`src/rtl/core/mstp_pkg.sv`:
```
package mstp_pkg;

  localparam int CUR_W   = 12;
  localparam int HEAT_W  = 40;
  localparam int DELTA_W = 16;
  localparam int PWM_W   = 7;
  localparam int MIN_W   = 15;
  localparam int TICK_W  = 10;
  localparam int COOL_W  = 24;
  localparam int IDX_W   = 8;
  localparam int STATE_W = 2;

  // shared multiplier: 24 x 12 covers cur*cur, (cur^2)*tick and cooling*tick
  localparam int MUL_A_W = 24;
  localparam int MUL_B_W = 12;
  localparam int PROD_W  = MUL_A_W + MUL_B_W;
  // shared add/subtract unit: room for 2*heat plus a borrow bit
  localparam int ALU_W   = HEAT_W + 2;

  localparam logic [PWM_W-1:0]  PWM_MAX  = 7'd100;
  localparam logic [HEAT_W-1:0] HEAT_MAX = {HEAT_W{1'b1}};

  localparam logic [CUR_W-1:0]  RST_STALL_CURRENT   = 12'd1536;
  localparam logic [CUR_W-1:0]  RST_WARNING_CURRENT = 12'd1075;
  localparam logic [HEAT_W-1:0] RST_THERMAL_LIMIT   = 40'd3276800000;
  localparam logic [MIN_W-1:0]  RST_MIN_TICK_DELTA  = 15'd5;
  localparam logic [PWM_W-1:0]  RST_STALL_PWM_LEVEL = 7'd40;
  localparam logic [PWM_W-1:0]  RST_LIMP_PWM_LIMIT  = 7'd20;
  localparam logic [TICK_W-1:0] RST_TICK_INTERVAL   = 10'd500;
  localparam logic [COOL_W-1:0] RST_COOLING_PER_MS  = 24'd655360;

  typedef enum logic [IDX_W-1:0] {
    REG_STALL_CURRENT    = 8'd0,
    REG_WARNING_CURRENT  = 8'd1,
    REG_THERMAL_LIMIT    = 8'd2,
    REG_MIN_TICK_DELTA   = 8'd3,
    REG_STALL_PWM_LEVEL  = 8'd4,
    REG_LIMP_PWM_LIMIT   = 8'd5,
    REG_TICK_INTERVAL_MS = 8'd6,
    REG_COOLING_PER_MS   = 8'd7
  } reg_idx_t;

  typedef enum logic [STATE_W-1:0] {
    PS_NORMAL   = 2'd0,
    PS_WARNING  = 2'd1,
    PS_LIMP     = 2'd2,
    PS_SHUTDOWN = 2'd3
  } protect_t;

  typedef enum logic [2:0] {
    S_IDLE,
    S_MUL1,
    S_MUL2,
    S_ACC,
    S_CMP1,
    S_CMP2
  } seq_t;

endpackage

```
`src/rtl/core/mstp_ifs.sv`:
```
interface mstp_sample_if;
  import mstp_pkg::*;

  logic                      valid;
  logic                      ready;
  logic        [CUR_W-1:0]   motor_current;
  logic signed [DELTA_W-1:0] encoder_delta;
  logic        [PWM_W-1:0]   duty_cmd;

  modport source (output valid, motor_current, encoder_delta, duty_cmd, input ready);
  modport sink   (input valid, motor_current, encoder_delta, duty_cmd, output ready);
endinterface

interface mstp_result_if;
  import mstp_pkg::*;

  logic                valid;
  logic                ready;
  logic [PWM_W-1:0]    duty_out;
  logic [STATE_W-1:0]  protect_state;
  logic [HEAT_W-1:0]   thermal_load;

  modport source (output valid, duty_out, protect_state, thermal_load, input ready);
  modport sink   (input valid, duty_out, protect_state, thermal_load, output ready);
endinterface

interface mstp_cfg_if;
  import mstp_pkg::*;

  logic              valid;
  logic              ready;
  logic [IDX_W-1:0]  index;
  logic [HEAT_W-1:0] data;

  modport source (output valid, index, data, input ready);
  modport sink   (input valid, index, data, output ready);
endinterface

```
`src/rtl/core/motor_stall_i2t_protector.sv`:
```
// Motor stall and I^2t overcurrent protector. Each sample item (current in 1/256 A, signed
// encoder delta, commanded PWM percent) updates a 40-bit heat accumulator and yields one
// result item: the permitted PWM, a protection state (normal, heating warning, limp,
// shutdown) and the new accumulator value. Shutdown holds until reset. After acceptance an
// item passes through five steps of a small sequencer, which share one 24x12 multiplier
// and one 42-bit add/subtract unit (two products, accumulator update, two limit compares),
// before the block is ready again. The result sits in an output register, so the next item
// is taken while it waits, but a new result is not loaded before the previous one has been
// taken. Configuration writes are always accepted; unknown register indexes are dropped.
module motor_stall_i2t_protector (
  input logic         clk,
  input logic         rst,
  mstp_sample_if.sink sample,
  mstp_result_if.source result,
  mstp_cfg_if.sink    cfg
);
  import mstp_pkg::*;

  // configuration registers
  logic [CUR_W-1:0]  stall_current;
  logic [CUR_W-1:0]  warning_current;
  logic [HEAT_W-1:0] thermal_limit;
  logic [MIN_W-1:0]  min_tick_delta;
  logic [PWM_W-1:0]  stall_pwm_level;
  logic [PWM_W-1:0]  limp_pwm_limit;
  logic [TICK_W-1:0] tick_interval_ms;
  logic [COOL_W-1:0] cooling_per_ms;

  // state
  seq_t              state, state_next;
  logic [HEAT_W-1:0] heat_accumulator;
  logic              shutdown_latched;

  // captured item
  logic [CUR_W-1:0]  cur;
  logic [PWM_W-1:0]  pwm;
  logic              hot;
  logic              stalled;
  logic              warn;
  logic              shut_hit;
  logic [PROD_W-1:0] prod;

  // shared units
  logic [MUL_A_W-1:0] mul_a;
  logic [MUL_B_W-1:0] mul_b;
  logic [PROD_W-1:0]  mul_p;
  logic [ALU_W-1:0]   alu_a, alu_b, alu_r;
  logic               alu_sub;

  logic [PWM_W-1:0]   pwm_in_sat;
  logic               take_item;
  logic               out_free;
  logic               limp_hit;
  logic [PWM_W-1:0]   limp_pwm;

  assign sample.ready = (state == S_IDLE);
  assign cfg.ready    = 1'b1;
  assign take_item    = sample.valid && sample.ready;
  assign out_free     = !result.valid || result.ready;

  assign pwm_in_sat = (sample.duty_cmd > PWM_MAX) ? PWM_MAX : sample.duty_cmd;

  assign mul_p = PROD_W'(mul_a) * PROD_W'(mul_b);
  assign alu_r = alu_sub ? (alu_a - alu_b) : (alu_a + alu_b);

  // borrow on limit - 2*heat means heat is above half the limit
  assign limp_hit = alu_r[ALU_W-1];
  assign limp_pwm = (pwm < limp_pwm_limit) ? pwm : limp_pwm_limit;

  always_ff @(posedge clk) begin
    if (rst) begin
      state <= S_IDLE;
    end else begin
      state <= state_next;
    end
  end

  always_comb begin
    state_next = state;
    mul_a      = '0;
    mul_b      = '0;
    alu_a      = '0;
    alu_b      = '0;
    alu_sub    = 1'b0;
    unique case (state)
      S_IDLE: begin
        if (take_item) begin
          state_next = S_MUL1;
        end
      end
      S_MUL1: begin
        if (hot) begin
          mul_a = MUL_A_W'(cur);
          mul_b = MUL_B_W'(cur);
        end else begin
          mul_a = MUL_A_W'(cooling_per_ms);
          mul_b = MUL_B_W'(tick_interval_ms);
        end
        state_next = S_MUL2;
      end
      S_MUL2: begin
        mul_a      = prod[MUL_A_W-1:0];
        mul_b      = MUL_B_W'(tick_interval_ms);
        state_next = S_ACC;
      end
      S_ACC: begin
        alu_a      = ALU_W'(heat_accumulator);
        alu_b      = ALU_W'(prod);
        alu_sub    = !hot;
        state_next = S_CMP1;
      end
      S_CMP1: begin
        alu_a      = ALU_W'(heat_accumulator);
        alu_b      = ALU_W'(thermal_limit);
        alu_sub    = 1'b1;
        state_next = S_CMP2;
      end
      S_CMP2: begin
        alu_a   = ALU_W'(thermal_limit);
        alu_b   = ALU_W'({heat_accumulator, 1'b0});
        alu_sub = 1'b1;
        if (out_free) begin
          state_next = S_IDLE;
        end
      end
      default: state_next = S_IDLE;
    endcase
  end

  // configuration
  always_ff @(posedge clk) begin
    if (rst) begin
      stall_current    <= RST_STALL_CURRENT;
      warning_current  <= RST_WARNING_CURRENT;
      thermal_limit    <= RST_THERMAL_LIMIT;
      min_tick_delta   <= RST_MIN_TICK_DELTA;
      stall_pwm_level  <= RST_STALL_PWM_LEVEL;
      limp_pwm_limit   <= RST_LIMP_PWM_LIMIT;
      tick_interval_ms <= RST_TICK_INTERVAL;
      cooling_per_ms   <= RST_COOLING_PER_MS;
    end else if (cfg.valid && cfg.ready) begin
      case (cfg.index)
        REG_STALL_CURRENT:    stall_current    <= cfg.data[CUR_W-1:0];
        REG_WARNING_CURRENT:  warning_current  <= cfg.data[CUR_W-1:0];
        REG_THERMAL_LIMIT:    thermal_limit    <= cfg.data[HEAT_W-1:0];
        REG_MIN_TICK_DELTA:   min_tick_delta   <= cfg.data[MIN_W-1:0];
        REG_STALL_PWM_LEVEL:  stall_pwm_level  <= cfg.data[PWM_W-1:0];
        REG_LIMP_PWM_LIMIT:   limp_pwm_limit   <= cfg.data[PWM_W-1:0];
        REG_TICK_INTERVAL_MS: tick_interval_ms <= cfg.data[TICK_W-1:0];
        REG_COOLING_PER_MS:   cooling_per_ms   <= cfg.data[COOL_W-1:0];
        default: ;
      endcase
    end
  end

  // item capture and datapath
  always_ff @(posedge clk) begin
    if (take_item) begin
      cur     <= sample.motor_current;
      pwm     <= pwm_in_sat;
      hot     <= sample.motor_current > stall_current;
      warn    <= sample.motor_current > warning_current;
      stalled <= (pwm_in_sat >= stall_pwm_level) &&
                 (sample.motor_current >= stall_current) &&
                 (sample.encoder_delta < $signed({1'b0, min_tick_delta}));
    end
    if (state == S_MUL1 || (state == S_MUL2 && hot)) begin
      prod <= mul_p;
    end
    if (state == S_CMP1) begin
      shut_hit <= !alu_r[ALU_W-1];
    end
  end

  always_ff @(posedge clk) begin
    if (rst) begin
      heat_accumulator <= '0;
      shutdown_latched <= 1'b0;
    end else begin
      if (state == S_ACC) begin
        if (hot) begin
          heat_accumulator <= alu_r[HEAT_W] ? HEAT_MAX : alu_r[HEAT_W-1:0];
        end else begin
          // borrow means the cooling took it below zero
          heat_accumulator <= alu_r[ALU_W-1] ? '0 : alu_r[HEAT_W-1:0];
        end
      end
      if (state == S_CMP2 && out_free && shut_hit) begin
        shutdown_latched <= 1'b1;
      end
    end
  end

  // output register
  always_ff @(posedge clk) begin
    if (rst) begin
      result.valid <= 1'b0;
    end else if (state == S_CMP2 && out_free) begin
      result.valid <= 1'b1;
    end else if (result.ready) begin
      result.valid <= 1'b0;
    end
  end

  always_ff @(posedge clk) begin
    if (state == S_CMP2 && out_free) begin
      result.thermal_load <= heat_accumulator;
      if (shutdown_latched || shut_hit) begin
        result.duty_out      <= '0;
        result.protect_state <= PS_SHUTDOWN;
      end else if (stalled || limp_hit) begin
        result.duty_out      <= limp_pwm;
        result.protect_state <= PS_LIMP;
      end else if (warn) begin
        result.duty_out      <= pwm;
        result.protect_state <= PS_WARNING;
      end else begin
        result.duty_out      <= pwm;
        result.protect_state <= PS_NORMAL;
      end
    end
  end

  a_shutdown_holds: assert property (@(posedge clk) disable iff (rst)
    shutdown_latched |=> shutdown_latched)
    else $error("shutdown latch released without reset");

  a_shutdown_zero_pwm: assert property (@(posedge clk) disable iff (rst)
    result.valid && result.protect_state == PS_SHUTDOWN |-> result.duty_out == '0)
    else $error("nonzero pwm in shutdown");

  a_pwm_in_range: assert property (@(posedge clk) disable iff (rst)
    result.valid |-> result.duty_out <= PWM_MAX)
    else $error("output duty above full duty");

  a_result_from_seq: assert property (@(posedge clk) disable iff (rst)
    $rose(result.valid) |-> $past(state) == S_CMP2)
    else $error("result loaded outside the final step");

endmodule

```
`src/flat_wrapper.sv`:
```
// flat-port wrapper written by rule: the top's interface ports become plain ports
module motor_stall_i2t_protector_flat import mstp_pkg::*;
  (clk, rst, sample_valid, sample_motor_current, sample_encoder_delta, sample_duty_cmd, sample_ready, result_valid, result_duty_out, result_protect_state, result_thermal_load, result_ready, cfg_valid, cfg_index, cfg_data, cfg_ready);
  mstp_sample_if sample_i ();
  mstp_result_if result_i ();
  mstp_cfg_if cfg_i ();
  input logic clk;
  input logic rst;
  input wire logic [$bits(sample_i.valid)-1:0] sample_valid;
  input wire logic [$bits(sample_i.motor_current)-1:0] sample_motor_current;
  input wire logic [$bits(sample_i.encoder_delta)-1:0] sample_encoder_delta;
  input wire logic [$bits(sample_i.duty_cmd)-1:0] sample_duty_cmd;
  output wire logic [$bits(sample_i.ready)-1:0] sample_ready;
  output wire logic [$bits(result_i.valid)-1:0] result_valid;
  output wire logic [$bits(result_i.duty_out)-1:0] result_duty_out;
  output wire logic [$bits(result_i.protect_state)-1:0] result_protect_state;
  output wire logic [$bits(result_i.thermal_load)-1:0] result_thermal_load;
  input wire logic [$bits(result_i.ready)-1:0] result_ready;
  input wire logic [$bits(cfg_i.valid)-1:0] cfg_valid;
  input wire logic [$bits(cfg_i.index)-1:0] cfg_index;
  input wire logic [$bits(cfg_i.data)-1:0] cfg_data;
  output wire logic [$bits(cfg_i.ready)-1:0] cfg_ready;
  assign sample_i.valid = sample_valid;
  assign sample_i.motor_current = sample_motor_current;
  assign sample_i.encoder_delta = sample_encoder_delta;
  assign sample_i.duty_cmd = sample_duty_cmd;
  assign sample_ready = sample_i.ready;
  assign result_valid = result_i.valid;
  assign result_duty_out = result_i.duty_out;
  assign result_protect_state = result_i.protect_state;
  assign result_thermal_load = result_i.thermal_load;
  assign result_i.ready = result_ready;
  assign cfg_i.valid = cfg_valid;
  assign cfg_i.index = cfg_index;
  assign cfg_i.data = cfg_data;
  assign cfg_ready = cfg_i.ready;
  motor_stall_i2t_protector u_core (.clk(clk), .rst(rst), .sample(sample_i), .result(result_i), .cfg(cfg_i));
endmodule
```
`config.mk`:
```
export PLATFORM = sky130hd
export DESIGN_NAME = motor_stall_i2t_protector_flat
export DESIGN_NICKNAME = d
export VERILOG_FILES = /design/src/rtl/core/mstp_pkg.sv /design/src/rtl/core/mstp_ifs.sv /design/src/rtl/core/motor_stall_i2t_protector.sv /design/src/flat_wrapper.sv
export SDC_FILE = /design/constraint.sdc
export NUM_CORES = 1
export LEC_CHECK = 0
export BUFFER_PORTS_ARGS = -buffer_cell sky130_fd_sc_hd__buf_2
export CAP_MARGIN = 20
export CORE_ASPECT_RATIO = 2
export CORE_MARGIN = 3
export CORE_UTILIZATION = 60
export DETAILED_ROUTE_END_ITERATION = 8
export MAX_ROUTING_LAYER = met4
export PLACE_DENSITY = 0.88
export SYNTH_ARGS = -nofsm -noshare
export SYNTH_HDL_FRONTEND = slang
export SYNTH_SLANG_ARGS = --single-unit
```
`constraint.sdc`:
```
create_clock -name clk -period 9.63 [get_ports clk]
set_clock_uncertainty 0.15 [all_clocks]
set_input_delay 0.4815 -clock clk [delete_from_list [all_inputs] [get_ports clk]]
set_output_delay 0.4815 -clock clk [all_outputs]
set_load 0.01 [all_outputs]
```
* Word-level counts from Yosys, hierarchy flattened *
Index checks and enable logic that the tools add are counted.
W data, S select, Z words.

cells by class
  add/subtract/negate cells = 2
  eq/ne operators = 14
  multipliers = 1
  magnitude comparators = 7
  muxes and demuxes = 21
  reduce and logical (&&, ||, !) cells = 28

operators by type and width
  kind                  count
  $pmux W41 S3          1
  $mux W40              3
  $pmux W40 S2          1
  $pmux W24 S2          1
  $add A40 B41 Y42      1
  $mux W42              1
  $sub A40 B41 Y42      1
  $mul A24 B12 Y36      1
  $eq A8 B3 Y1 const B  4
  $gt A12 B12 Y1        2
  $mux W24              1
  $pmux W12 S2          1
  $mux W7               3
  $pmux W3 S6           1
  $reduce_and A2 Y1     9
  $eq A8 B2 Y1 const B  2
  $lt A16 B16 Y1        1
  $ge A12 B12 Y1        1
  $mux W12              1
  $eq A8 B1 Y1 const B  1
  $logic_not A8 Y1      1
  $ge A7 B7 Y1          1
  $gt A7 B7 Y1 const B  1
  $lt A7 B7 Y1          1
  other kinds (14)      32

word-level totals
  flip-flop bits (word level) = 280
  output and inout port bits = 52
  input port bits = 88
  word-level logic and storage cells = 96

* Longest topological paths before layout *
Gate-level depths: netlist of run 1.

  depth after elaboration = 7
  mapped depth = 33
  gate-level depth less buffers = 26

* Worst setup path before layout of run 1 *
Ideal clock, no wire load.

  path type = register -> register
  start point = register u_core.state[0]
  end point = register u_core.prod[32], data pin
  clock period less this slack = 8,156 ps
  library setup time = 259 ps
  cell stages (with the launch flop) = 32
  data required time = 9,221 ps
  path slack = 1,474 ps
  arrival = 7,747 ps
  buffers on the path = 7
  path through = dfxtp_1 -> buf_2 -> buf_6 -> buf_4 -> inv_1 -> or3_1 -> clkbuf_1 -> nor2_1 -> or2_2 -> clkbuf_1 -> clkbuf_1 -> a22o_1 -> clkbuf_1 -> nand2_1 -> fa_1 -> fa_1 -> inv_1 -> fa_1 -> fa_1 -> inv_1 -> fa_1 -> inv_1 -> ha_1 -> and3_1 -> and3_1 -> a2111oi_0 -> o41ai_1 -> nand4_1 -> a311oi_1 -> a31o_2 -> a21oi_1 -> xnor2_1

on the way
  word-level cells in the longest chain between the ends = 3
  elaborated cells on any way between the ends = 5
  classes of those cells = 1 x mul; 2 x eq/ne; 2 x mux

RTL lines
  item                                          line                              text
  start, declared                               motor_stall_i2t_protector.sv:30   seq_t state, state_next;
  start signal, assigned                        motor_stall_i2t_protector.sv:74   state <= state_next;
  $eq A3 B2 Y1 or $eq A3 B1 Y1 (tied branches)  motor_stall_i2t_protector.sv:85   unique case (state)
  $pmux W24 S2 or $pmux W12 S2 (tied branches)  motor_stall_i2t_protector.sv:85
  $mul A24 B12 Y36 *                            motor_stall_i2t_protector.sv:63   assign mul_p = PROD_W'(mul_a) * PROD_W'(mul_b);
  named net u_core.mul_p[32]                    motor_stall_i2t_protector.sv:46   logic [PROD_W-1:0] mul_p;
  end signal, assigned                          motor_stall_i2t_protector.sv:168  prod <= mul_p;
  end, declared                                 motor_stall_i2t_protector.sv:41   logic [PROD_W-1:0] prod;

Mark *: on every way through the listed nets, which the timed path passes. The rest lies on a longest branch.
A chain may end at the register's enable or synchronous reset.

* Worst setup path in the final report of run 1 *
  start point = register u_core.hot
  end point = register u_core.prod[32], data pin

on the way
  word-level cells in the longest chain between the ends = 3
  elaborated cells on any way between the ends = 5
  classes of those cells = 1 x mul; 4 x mux

RTL lines
  item                                          line                              text
  start, declared                               motor_stall_i2t_protector.sv:37   logic hot;
  start signal, assigned                        motor_stall_i2t_protector.sv:161  hot <= sample.motor_current > stall_current;
  $mux W24 or $mux W12 (tied branches)          motor_stall_i2t_protector.sv:92   if (hot) begin
  $pmux W24 S2 or $pmux W12 S2 (tied branches)  motor_stall_i2t_protector.sv:85
  $mul A24 B12 Y36 *                            motor_stall_i2t_protector.sv:63
  named net u_core.mul_p[32]                    motor_stall_i2t_protector.sv:46

Marked as above.

==> results of run 1 <==
## cells in the mapped netlist (8+ instances only)
cell and number:
a21o_1 64, xnor2_1 67, nand3_1 36, a21oi_1 201
inv_1 325, and3_1 22, a221oi_1 14, o21ai_1 12
edfxtp_1 108, o2bb2ai_1 24, a22oi_1 13, dfxtp_1 172
o21a_1 11, o2bb2ai_2 10, ha_1 166, nand4_1 14
buf_2 8, nor2_1 134, a211oi_1 12, or3_1 9
nor2b_1 16, nand2b_1 17, o21ai_0 73, nand3b_1 12
and2_1 49, buf_1 12, mux2i_1 86, clkbuf_1 120
a22o_1 61, o211ai_1 16, nor3b_1 11, nand2_1 499
nor3_1 49, xor2_1 27, fa_1 221
## cells by family after synthesis
logic type | Yosys count | synth area share
AOI/OAI and AO/OA | 580 | 0.1593
xor gates and xnor gates | 94 | 0.03323
muxes | 88 | 0.03566
DFF | 280 | 0.2699
adders and majority gates | 387 | 0.2624
other | 2 | 0.0003031
and+or+nand+nor | 895 | 0.1639
buffers and inverters | 477 | 0.07525
## routing by layer
metal  vias to the layer above  global-route usage  wire length [um]
met5                         -                   -                 0
met1                     10170              0.3332             23750
li1                       9600                   -                 -
met4                         0              0.2771              7350
met2                      1007              0.6135             38280
met3                       403             0.04167              4433
## final cells by class
| type | count | area share |
|---|---|---|
| Sequential cell | 280 | 0.2474 |
| Clock inverter | 18 | 0.008469 |
| Multi-Input combinational cell | 2069 | 0.6048 |
| Tap cell | 530 | 0.02453 |
| Clock buffer | 30 | 0.02462 |
| Antenna cell | 4 | 0.0003702 |
| Inverter | 326 | 0.04526 |
| Timing Repair Buffer | 197 | 0.04457 |
## timing repair
item                                    in CTS  in global routing
endpoints found under the hold margin       26                  0
hold buffers                                26                  0
setup buffers                                0                  0
endpoints found under the setup margin       0                  0
## power by group
| group | total (mW) | internal (mW) | switching (mW) | leakage (nW) |
|---|---|---|---|---|
| logic | 1.99 | 0.734 | 1.25 | 9.19 |
| clock network | 1.10 | 0.612 | 0.490 | 0.427 |
| registers | 1.37 | 1.32 | 0.0579 | 2.44 |
## sequential cells by signal, summed over array words and instances (netlist names), 2 cells and up
register / flops
u_core.cooling_per_ms: 24
u_core.cur: 12
u_core.heat_accumulator: 40
u_core.limp_pwm_limit: 7
u_core.min_tick_delta: 15
u_core.prod: 36
u_core.pwm: 7
u_core.result.duty_out: 7
u_core.result.protect_state: 2
u_core.result.thermal_load: 40
u_core.stall_current: 12
u_core.stall_pwm_level: 7
u_core.state: 3
u_core.thermal_limit: 40
u_core.tick_interval_ms: 10
u_core.warning_current: 12
## through the flow
stage,std cells,area (sq um),utilization
2_1_floorplan,2826,24860,-
4_1_cts,3449,27010,0.6675
3_5_place_dp,3375,25860,0.6390
5_1_grt,3454,27040,0.6681
3_3_place_gp,3375,25860,0.6390
6_report,3454,27040,0.6681
## path summary, 6_finish.rpt
kind	start	end	slack, ns	cells past startpoint
hold reg to reg	u_core.stall_current[7]$_SDFFE_PP0P_	u_core.stall_current[7]$_SDFFE_PP0P_	0.31	2
setup reg to reg	u_core.hot$_DFFE_PP_	u_core.prod[32]$_DFFE_PP_	0.57	21
setup / recovery	u_core.hot$_DFFE_PP_	u_core.prod[32]$_DFFE_PP_	0.57	21
hold / removal	cfg_data[39]	u_core.thermal_limit[39]$_SDFFE_PP0P_	0.01	3
## tightest hold or removal path, delay by kind of cell
family	cells	cell delay, ns
compound gates	1	0.05
buf+inv	1	0.10
simple gates	1	0.06
==> metrics.md, run 1 <==
| Metric | Value |
|---|---|
| Async S/R FF share, synth | 0 |
| Post-synthesis cell type count | 80 |
| Status | completed |
| Critical path cell sequence | and2_1 > a22o_1 > nand2_1 > fa_1 > fa_1 > inv_1 > fa_1 > fa_1 > inv_1 > fa_1 > inv_1 > ha_1 > a211oi_1 > o21ai_0 > a2111oi_0 > o41ai_1 > nand4_1 > a311oi_1 > a31o_2 > a21oi_1 > xnor2_1 |
| Least-Margin Pin Slew | 1.171 ns |
| Top_reg_cell synth | dfxtp_1 |
| Final period util | 0.9412 |
| Number of routed nets with antenna violations | 0 |
| Via/cell ratio | 6.132 |
| Period minus WS final | 9.064 ns |
| Vias in the first global route | 22.49k |
| FP Rows | 104 |
| Avg Inst Size Synth | 8.838 sq um |
| Seq. cell area | 6688 sq um |
| Port-buffer cells | 138 |
| Clk sinks | 280 |
| Initial antenna violation count | 4 |
| CTS root buf | clkbuf_16 |
| Gate Count Post-Synth | 2803 |
| Drt wl/cell | 21.37 um |
| Slowest-stage cell, CP | a22o_1 |
| All-Layer GR Usage | 0.3464 |
| Post-CTS Resized | 0 |
| Largest net degree at the start of global routing | 91 |
| Synth top area cells | fa_1 18%, dfxtp_1 14%, edfxtp_1 13% |
| Critical Path RT | 9.80 ns |
| RSZ-0062 raised after global routing | no |
| Filler cell count | 3227 |
| Top cell type by total area after synthesis | fa_1 |
| Residual DRC count | 0 |
| Nets | 3375 |
| Mapped Area | 24770 sq um |
| Delay-heaviest family, CP | compound AO/OA/AOI/OAI gates |
| Clock transition at path regs | 0.08 ns |
| TritonCTS clock tree | done |
| Setup violators final | 0 |
| Routability cong. | 1.072 |
| Fin worst setup slack | 0.5662 ns |
| Initial cell density of the core | 0.6122 |
| Final Hold Viols | 0 |
| Ratio of cells with drive above 1 in the final layout | 0.08733 |
| Worst stage delay on the critical path | 0.97 ns |
| CP Data Arrival Time | 9.23 ns |
| CP max FO | 26 |
| Drt initial violations | 1400 |
| Seq cells post-synth | 280 |
| Clock Latency Late Sink | 0.58 ns |
| Clock buffer depth | 3 |
| Die height | 293.4 um |
| Leakage power | 12.06 nW |
| DRT Pass-1 Iters | 7 |
| Area of the core | 40470 sq um |
| Seq/Total Area, Yosys | 0.2699 |
| Vias post-DR | 21.18k |
| WL final | 73810 um |
| Dpl ws | 0.7813 ns |
| Achievable Freq | 0.1103 GHz |
| Slew Limit Fails | 0 |
| Critical Path Sink Type | register |
| Die area | 43910 sq um |
| Maxcap violations | 0 |
| Critical Path Source Type | register |
| Total chip power | 4.464 mW |
| Commonest non-fill, non-tap cell in the layout | nand2_1 |
| CTS H-tree depth | 1 |
| Critical setup path kind | register to register |
| Total grt overflow | 0 |
| TNS Setup | 0 ns |
| Slew margin rel. | 0.2196 |
| Maximum vdd drop | 0.1381 mV |
| Power Density | 165.1 nW/um^2 |
| I/O Pins | 140 |
| Layout area overhead | 9.131% |
| Cell repeated most along the worst path | fa_1 |
| Cts bufs inserted | 26 |
| Multi-input gate area | 16350 sq um |
| HP Class | input port to register |
| Synth top area share | 0.1786 |
| Yosys warns | 0 |
| Post-DP HPWL | 56610 um |
| Hold slack | 0.01139 ns |
| Most frequent cells in the layout | 499 x nand2_1, 325 x inv_1, 221 x fa_1, 201 x a21oi_1, 171 x dfxtp_1 |
| Die span in x | 149.7 um |
| Sum of buffers and inverters on the critical path | 3 |
| Post-synth EDFFs | 108 |
| First-pass GRT wire length | 115600 um |
(Power assumes the default switching activity.)
==> run 2, diff against run 1 <==
ABC_AREA = 1   (was not set)
SLEW_MARGIN = 20   (was not set)
==> run 2 against run 1 <==
Effect of this change:
- non-clock buffer count rose by 2
- worst hold slack gained 0.0063 ns
- count of clock-buffer cells in the layout up 5
- global-route usage is 0.55 points higher
- highest routed layer unchanged
==> metrics.md, run 2 <==
| Metric | Value |
|---|---|
| Clock transition at path regs | 0.07 ns (about the same) |
| Top_reg_cell synth | dfxtp_1 |
| Maximum vdd drop | 0.1324 mV (-4.2%) |
| Power Density | 149.0 nW/um^2 (-9.8%) |
| Critical Path Sink Type | register |
| Hold slack | 0.01774 ns (+0.006345 ns) |
| Drt wl/cell | 19.06 um (-11%) |
| CP Data Arrival Time | 7.86 ns (-1.37 ns) |
| Critical Path RT | 9.77 ns (-0.03 ns) |
| Hold_sp | cfg_data[34] |
| Synth top area share | 0.1750 (-0.003554) |
| Final period util | 0.8013 (-0.1399) |
| Synth top cells by count | 701 x nand2_1, 579 x inv_1, 292 x nor2_1 |
| Critical setup path kind | register to register |
| Ratio of cells with drive above 1 in the final layout | 0.07405 (-0.01328) |
| Largest net degree at the start of global routing | 85 (-6.6%) |
| WL final | 75640 um (+2.5%) |
| Post-CTS Resized | 0 (unchanged) |
| Achievable Freq | 0.1296 GHz (+17%) |
| Die span in x | 151.1 um (+0.97%) |
| Area of the core | 41380 sq um (+2.3%) |
| Via/cell ratio | 5.866 (-4.3%) |
| HP Class | input port to register |
| Period minus WS final | 7.717 ns (-1.347 ns) |
| Vias in the first global route | 23.84k (+6.0%) |
| Seq cells post-synth | 280 (unchanged) |
| Nets | 3887 (+15%) |
| FP Rows | 105 (+0.96%) |
| Port-buffer cells | 138 (unchanged) |
| Biggest regs | u_core.heat_accumulator x40, u_core.result.thermal_load x40, u_core.thermal_limit x40 |
| Status | completed |
| Vias post-DR | 23.28k (+9.9%) |
| Cts bufs inserted | 24 (-7.7%) |
| First-pass GRT wire length | 119900 um (+3.7%) |
| Seq/Total Area, Yosys | 0.2645 (-0.005371) |
| Clk sinks | 280 (unchanged) |
| Drt initial violations | 1871 (+34%) |
| Final Hold Viols | 0 (unchanged) |
| Most frequent cells in the layout | 701 x nand2_1, 578 x inv_1, 289 x nor2_1, 225 x a21oi_1, 221 x fa_1 |
| Maxcap violations | 0 (unchanged) |
| Synth top area cells | fa_1 18%, dfxtp_1 14%, edfxtp_1 13% |
| CP startpoint | u_core.state[0]$_SDFFE_PP0P_ |
| Async S/R FF share, synth | 0 (unchanged) |
| Count leader, synth | nand2_1 |
| Die area | 44780 sq um (+2.0%) |
| Setup violators final | 0 (unchanged) |
| Initial antenna violation count | 3 (-1) |
| Die height | 296.3 um (+0.99%) |
| Least-Margin Pin Slew | 1.063 ns (-0.1075 ns) |
| Clock Latency Late Sink | 0.57 ns (about the same) |
| Clock buffer depth | 3 (unchanged) |
| CTS H-tree depth | 1 (unchanged) |
| I/O Pins | 140 (unchanged) |
| Critical Path Source Type | register |
| Initial cell density of the core | 0.6108 (-0.001376) |
| TritonCTS clock tree | done |
| All-Layer GR Usage | 0.3519 (+0.005505) |
| Layout area overhead | 8.633% |
| Gate Count Post-Synth | 3303 (+18%) |
| Routability cong. | 1.040 (-3.0%) |
| Post-synth EDFFs | 108 (unchanged) |
| CTS root buf | clkbuf_16 |
| RR Startpoint | u_core.state[0]$_SDFFE_PP0P_ |
| Slew margin rel. | 0.2913 (+0.07168) |
| Residual DRC count | 0 (unchanged) |
| Number of routed nets with antenna violations | 0 (unchanged) |
| Avg Inst Size Synth | 7.653 sq um (-13%) |
| Post-DP HPWL | 58650 um (+3.6%) |
| TNS Setup | 0 ns (unchanged) |
| Leakage power | 13.30 nW (+10%) |
| Mapped Area | 25280 sq um (+2.0%) |
| RSZ-0062 raised after global routing | no |
| Total grt overflow | 0 (unchanged) |
| CP max FO | 16 (-38%) |
| DRT Pass-1 Iters | 6 (-1) |
| Post-synthesis cell type count | 51 (-36%) |
| Top cell type by total area after synthesis | fa_1 |
| Yosys warns | 0 (unchanged) |
| Slew Limit Fails | 0 (unchanged) |
| Commonest non-fill, non-tap cell in the layout | nand2_1 |
-- run 2: changes by cell type after synthesis, sizes merged, moves of 48 or more --
cell	before	now
nor2	134	296
inv	326	583
o21ai	85	177
nand2	500	703
nand3	37	172
mux2i	86	0
a21o	64	6
and2	49	1
-- run 2: cell families (layout without fill, tap and decap cells) --
kind of cell / Yosys count / in the layout / share of synthesized area
buf+inv: 728 / 832 / 0.1119
simple gates: 1258 / 1258 / 0.2042
mux: 6 / 6 / 0.002673
flops: 280 / 280 / 0.2645
xor+xnor: 101 / 101 / 0.03500
other cells: 2 / 28 / 0.0002971
fa+ha+maj: 387 / 387 / 0.2572
compound gates: 541 / 541 / 0.1241
-- run 2: metal layers --
layer	vias up	share of wire	GRT usage
met4	0	0.094	0.2615
li1	10740	-	-
met5	-	0	-
met2	1139	0.51	0.6102
met3	439	0.063	0.04740
met1	10960	0.33	0.3552
-- run 2: path summary, 6_finish.rpt --
| kind | cells past startpoint | slack (ns) | endpoint |
|---|---|---|---|
| setup / recovery | 26 | 1.91 | u_core.prod[32]$_DFFE_PP_ |
| setup reg to reg | 26 | 1.91 | u_core.prod[32]$_DFFE_PP_ |
| hold reg to reg | 2 | 0.31 | u_core.min_tick_delta[6]$_SDFFE_PP0P_ |
| hold / removal | 3 | 0.02 | u_core.thermal_limit[34]$_SDFFE_PP0P_ |
-- run 2: critical path, cell delays in order, from the launching register on --
cell      delay (ns)
dfxtp_1         0.33
inv_1           0.07
nor2_1          0.13
nand2_1         0.27
nor2_1          0.17
buf_4           0.24
clkinv_1        0.30
o221ai_1        0.90
nand2_1         0.20
fa_1            0.57
fa_1            0.54
inv_1           0.06
fa_1            0.47
fa_1            0.55
inv_1           0.06
fa_1            0.53
inv_1           0.04
ha_1            0.35
nand2_1         0.13
o21ai_0         0.57
nand3_1         0.14
nand3_1         0.20
nand3_1         0.10
nand2_1         0.12
nand3_1         0.08
nand2_1         0.07
xor2_1          0.06
-- run 2: timing repair --
action	in CTS	in global routing
hold endpoints to repair	17	0
hold buffers	17	0
setup buffers	0	0
-- run 2: cell type report --
class	count	area (sq um)
fill	3466	13920
sequential	280	6686
antenna	3	7.507
inverter	589	2211
clock inverter	9	87.58
clock buffer	35	703.2
timing repair buffer	199	1211
multi-input combinational	2318	15880
tap	535	669.4
-- run 2: report_power, final --
| part | internal (mW) | switching [mW] |
|---|---|---|
| logic | 0.555 | 1.20 |
| registers | 1.31 | 0.0407 |
| clock network | 0.518 | 0.463 |
| total | 2.38 | 1.71 |
-- run 2: through the flow --
step,worst slack [ns],cells,power [mW],area (sq um),util
after floorplan,2.965,3326,2.621,25360,-
after detailed placement,2.075,3903,3.072,26450,0.6391
final,1.913,3968,4.092,27460,0.6635
after CTS,2.033,3964,4.056,27410,0.6623
after global placement,2.205,3903,3.045,26450,0.6391
after global routing,1.518,3968,4.350,27460,0.6635
